--- config.mk ---
export PLATFORM = sky130hd
export DESIGN_NAME = smm_mac_unit
export DESIGN_NICKNAME = d
export VERILOG_FILES = /design/src/hw/rtl/smm_pkg.sv /design/src/hw/rtl/smm_mac_unit.sv
export SDC_FILE = /design/constraint.sdc
export NUM_CORES = 2
export LEC_CHECK = 0
export ABC_AREA = 1
export BUFFER_PORTS_ARGS = -buffer_cell sky130_fd_sc_hd__buf_2
export CORE_MARGIN = 2
export CORE_UTILIZATION = 61
export DETAILED_ROUTE_END_ITERATION = 7
export PLACE_DENSITY = 0.79
export SETUP_SLACK_MARGIN = 0.5
export SYNTH_ARGS = -nofsm -noshare
export SYNTH_HDL_FRONTEND = slang
export SYNTH_SLANG_ARGS = --single-unit
--- constraint.sdc ---
create_clock -name clk_i -period 6.7 [get_ports clk_i]
set_input_delay 0.67 -clock clk_i [delete_from_list [all_inputs] [get_ports clk_i]]
set_output_delay 0.67 -clock clk_i [all_outputs]
set_load 0.02 [all_outputs]
--- src/hw/rtl/smm_pkg.sv ---
// ----------------------------------------------------------------------------
// smm_pkg: shared types and constants for the schoolbook multiplier
// Word widths, field widths, input mode codes, sequencer states and the
// control/result bundles between the top level and the MAC unit.
// ----------------------------------------------------------------------------
package smm_pkg;

  localparam int WORD_W = 32;  // limb width
  localparam int WC_W   = 6;   // word_count register width
  localparam int IDX_W  = 5;   // word_index field width
  localparam int POS_W  = 6;   // word_position field width

  localparam logic [WC_W-1:0] WC_RESET = 6'd32;

  // Input item modes
  localparam logic MODE_LOAD = 1'b0;  // store one first-operand word
  localparam logic MODE_ROW  = 1'b1;  // apply next second-operand word

  // Sequencer states
  typedef enum logic [2:0] {
    ST_IDLE,
    ST_MAC,
    ST_CARRY,
    ST_EMIT_LOW,
    ST_HIGH_RD,
    ST_HIGH_OUT
  } state_e;

  // Control into the MAC unit
  typedef struct packed {
    logic clear;     // new row: clear the running carry
    logic valid;     // stage-1 operands are valid this cycle
    logic zero_acc;  // row 0: accumulator reads as zero
  } mac_ctrl_t;

  // Result out of the MAC unit
  typedef struct packed {
    logic              valid;
    logic [WORD_W-1:0] sum_lo;
  } mac_res_t;

endpackage

--- src/hw/rtl/smm_mac_unit.sv ---
// ----------------------------------------------------------------------------
// smm_mac_unit: shared multiply-accumulate unit
// Two stages: registered 32x32 product, then product + accumulator word +
// running carry. The high half of each sum becomes the next carry.
// ----------------------------------------------------------------------------
module smm_mac_unit (
  input  logic                       clk_i,
  input  logic                       rst_ni,
  input  smm_pkg::mac_ctrl_t         ctrl_i,
  input  logic [smm_pkg::WORD_W-1:0] a_i,      // first-operand word
  input  logic [smm_pkg::WORD_W-1:0] p_i,      // accumulator word
  input  logic [smm_pkg::WORD_W-1:0] w_i,      // second-operand word
  output smm_pkg::mac_res_t          res_o,
  output logic [smm_pkg::WORD_W-1:0] carry_o
);

  localparam int W = smm_pkg::WORD_W;

  logic            v2_q;
  logic [2*W-1:0]  prod_q;
  logic [W-1:0]    p2_q;
  logic [W-1:0]    carry_q;
  logic [2*W-1:0]  sum;

  // Multiply stage
  always_ff @(posedge clk_i) begin
    prod_q <= a_i * w_i;
    p2_q   <= ctrl_i.zero_acc ? '0 : p_i;
  end

  always_ff @(posedge clk_i or negedge rst_ni) begin
    if (!rst_ni) begin
      v2_q    <= 1'b0;
      carry_q <= '0;
    end else begin
      v2_q <= ctrl_i.valid;
      if (ctrl_i.clear) begin
        carry_q <= '0;
      end else if (v2_q) begin
        carry_q <= sum[2*W-1:W];
      end
    end
  end

  // Accumulate stage: max value is 2^64-1, no overflow
  assign sum = prod_q + {{W{1'b0}}, p2_q} + {{W{1'b0}}, carry_q};

  assign res_o.valid  = v2_q;
  assign res_o.sum_lo = sum[W-1:0];
  assign carry_o      = carry_q;

endmodule

==> run metrics <==
Setup-failing EPs final 7; achievable frequency ~150 MHz; FF-to-FF setup slack 3.43 ns; WL/cell between 20 and 25 microns; site row count slightly below 100; Die Height 271 microns; CTS max path bufs 2; port bufs 165; critical path launch point type input pin; final WL 148000 microns; post-route ant nets 0; total core area 71100 sq um; CP Max Fanout 5; # nets final 7750; DRT Pass-1 Iters 6; IO Count approximately 170; failing checks setup timing; EDFF count, synth 0; CTS HTree Levels 4; relative slew slack 38.7%; Cells on Worst Hold Path 1; largest net degree at the start of global routing 34; initial antenna violation count 1; die area 73600 sq um; Clk Latency, worst-skew pair 0.46 ns; CTS tree yes; cell with the most instances after synthesis inv_1; CTS Buf Count 17; GR Overflow Total 0; ranking of synthesized cells by area fa_1 (43%), inv_1 (16%), nand2_1 (15%); Final min period 6.74 ns; Crit. End Element flip-flop; Synth Warn # 0; Placer Congestion 0.982; RSZ-0062 raised after global routing yes; Post-synth ARST share roughly a quarter; layout cells sized above 1 20.3%; Primary FF master, synth dfxtp_1; Clock Pin Slew Worst Setup and Hold Paths 0.08 ns; Worst R2R Path Depth 16; Least-Margin Pin Slew 0.918 ns; RR Startpoint carry_o[0]; area grow syn2layout 23.2%; placed cell area 48400 sq um; Worst Skew 0.0210 ns; syn nets between 7k and 8k; Synth Instances 5958; Distinct cells, synth between 40 and 50; Die X 271 microns; status complete, but fails checks; commonest cells in the netlist inv_1 (1906), nand2_1 (1702), fa_1 (929), ha_1 (295), nor2_1 (234); worst setup margin -0.0448 ns; worst reg2reg endpoint carry_o[17]; DP Worst Slack -0.644 ns; vias in the first global route about 43k; post-route cell area 53700 sq um; Filler Cells Inserted ~5.0k; drt initial violations 4400; CTS Sinks 129; Slew Limit Fails 0; Mean Syn Cell Area 7.32 sq um; FF+latch count, synth 129; Initial Util 61.3%; GRT Total Usage roughly two fifths; drt drc 0; via count a little over 40k; Mapped Area 43600 sq um; worst path required time 7.06 ns; classification of the worst setup path input pin to flip-flop; hold endpoint v2_q; ant diodes 0; HP Start ctrl_i[1]; hold crit path type input pin to flip-flop; post-synth top area cell fa_1; MaxCap Viol Count 0; Seq/Total Area, Yosys 6.30%; vias per cell approximately 5.5; Root Driver clkbuf_16; Detail Placement HPWL 112000 microns; first-pass GRT wire length 224000 microns; Final Hold Viols 0; critical path arrival 7.11 ns; period utilization 101%; area share of the largest cell type after synthesis 42.6%
## cell usage in the layout, fill, tap and decap left out, types with 15 or more instances in the layout
cell type and count:
buf_4 362, buf_8 27, inv_1 1797, buf_6 66, dfrtp_1 33, a21oi_4 30, buf_12 67, nand4_1 27
o21ai_1 22, a21oi_2 29, nand2_1 1579, buf_2 108, nand3_2 36, a21oi_1 46, clkbuf_16 21, nand3_1 119
nor2_1 161, ha_4 45, nor2_4 53, ha_1 250, nand2_2 105, xor2_1 59, dfxtp_1 96, nand2_4 35
o21ai_0 18, inv_2 107, fa_1 867, fa_2 62, nor2_2 44, nor3_1 15
## layout make-up
class | instances | area (sq um) | area share, %
Inverter | 1914 | 7200 | 13.4
Clock buffer | 18 | 450 | 0.839
Tap cell | 950 | 1190 | 2.21
Multi-Input combinational cell | 3713 | 35700 | 66.5
Sequential cell | 129 | 2750 | 5.12
Clock inverter | 14 | 138 | 0.256
Timing Repair Buffer | 650 | 6270 | 11.7
## worst max-delay path, stage by stage
cell	delay [ns]
buf_16	0.13
buf_12	0.14
nand2_1	0.05
inv_1	0.07
fa_1	0.60
inv_1	0.07
fa_1	0.51
inv_1	0.28
fa_1	0.47
inv_1	0.08
fa_1	0.41
inv_1	0.09
fa_1	0.43
fa_1	0.47
fa_1	0.55
inv_2	0.06
fa_1	0.51
inv_2	0.05
ha_4	0.27
a21oi_4	0.18
buf_6	0.11
o21a_1	0.15
nand2_2	0.08
o21bai_4	0.18
buf_6	0.12
a21oi_4	0.11
xnor2_1	0.08
buf_4	0.13
## metrics by stage
step / TNS, ns / hold slack, ns / utilization (%) / std cells
floorplan: 0 / 0.374 / - / 5958
detailed placement: -17.56 / 0.505 / 68.1 / 7250
global placement: -14.67 / 0.506 / 68.1 / 7250
finish: -0.125 / 0.327 / 75.5 / 7388
global route: -3.95 / 0.322 / 75.5 / 7388
CTS: 0 / 0.327 / 73.3 / 7358
## cells by family (layout without fill, tap and decap cells)
family | count (synthesis) | count (layout) | synth area share [%]
simple gates | 2221 | 2221 | 20.5
buf+inv | 2116 | 2596 | 18.2
xor+xnor | 72 | 72 | 1.45
compound gates | 196 | 196 | 2.43
flops | 129 | 129 | 6.30
fa+ha+maj | 1224 | 1224 | 51.1
## worst max path at each step
| stage | startpoint | slack [ns] | endpoint |
|---|---|---|---|
| 2_1_floorplan | w_i[10] | 0.47 | prod_q[43] |
| 3_3_place_gp | w_i[5] | -0.57 | prod_q[38] |
| 3_5_place_dp | a_i[16] | -0.64 | prod_q[38] |
| 4_1_cts | a_i[6] | 0.37 | prod_q[38] |
| 5_1_grt | w_i[11] | -0.23 | prod_q[36] |
| 6_report | w_i[11] | -0.04 | prod_q[36] |
## state kept, by name, indices dropped and copies added (netlist names)
name and cells:
carry_o 32, v2_q 1, p2_q 32, prod_q 64
## per-layer routing
layer  track usage [%]  wire (microns)
met5                 0              13
met2              67.0           70600
met1              46.5           50900
met4              22.1           11700
met3              7.13           15200
## timing repair
item	4_1_cts	5_1_grt
setup buffers	71	27
cloned	5	3
pin swaps	231	240
endpoints found under the setup margin	50	52
gates resized for setup	614	370
hold buffers	0	0
hold endpoints to repair	0	0
Power is not shown: default switching activity piles up to over one toggle a cycle in this logic, so the estimate is an artifact.
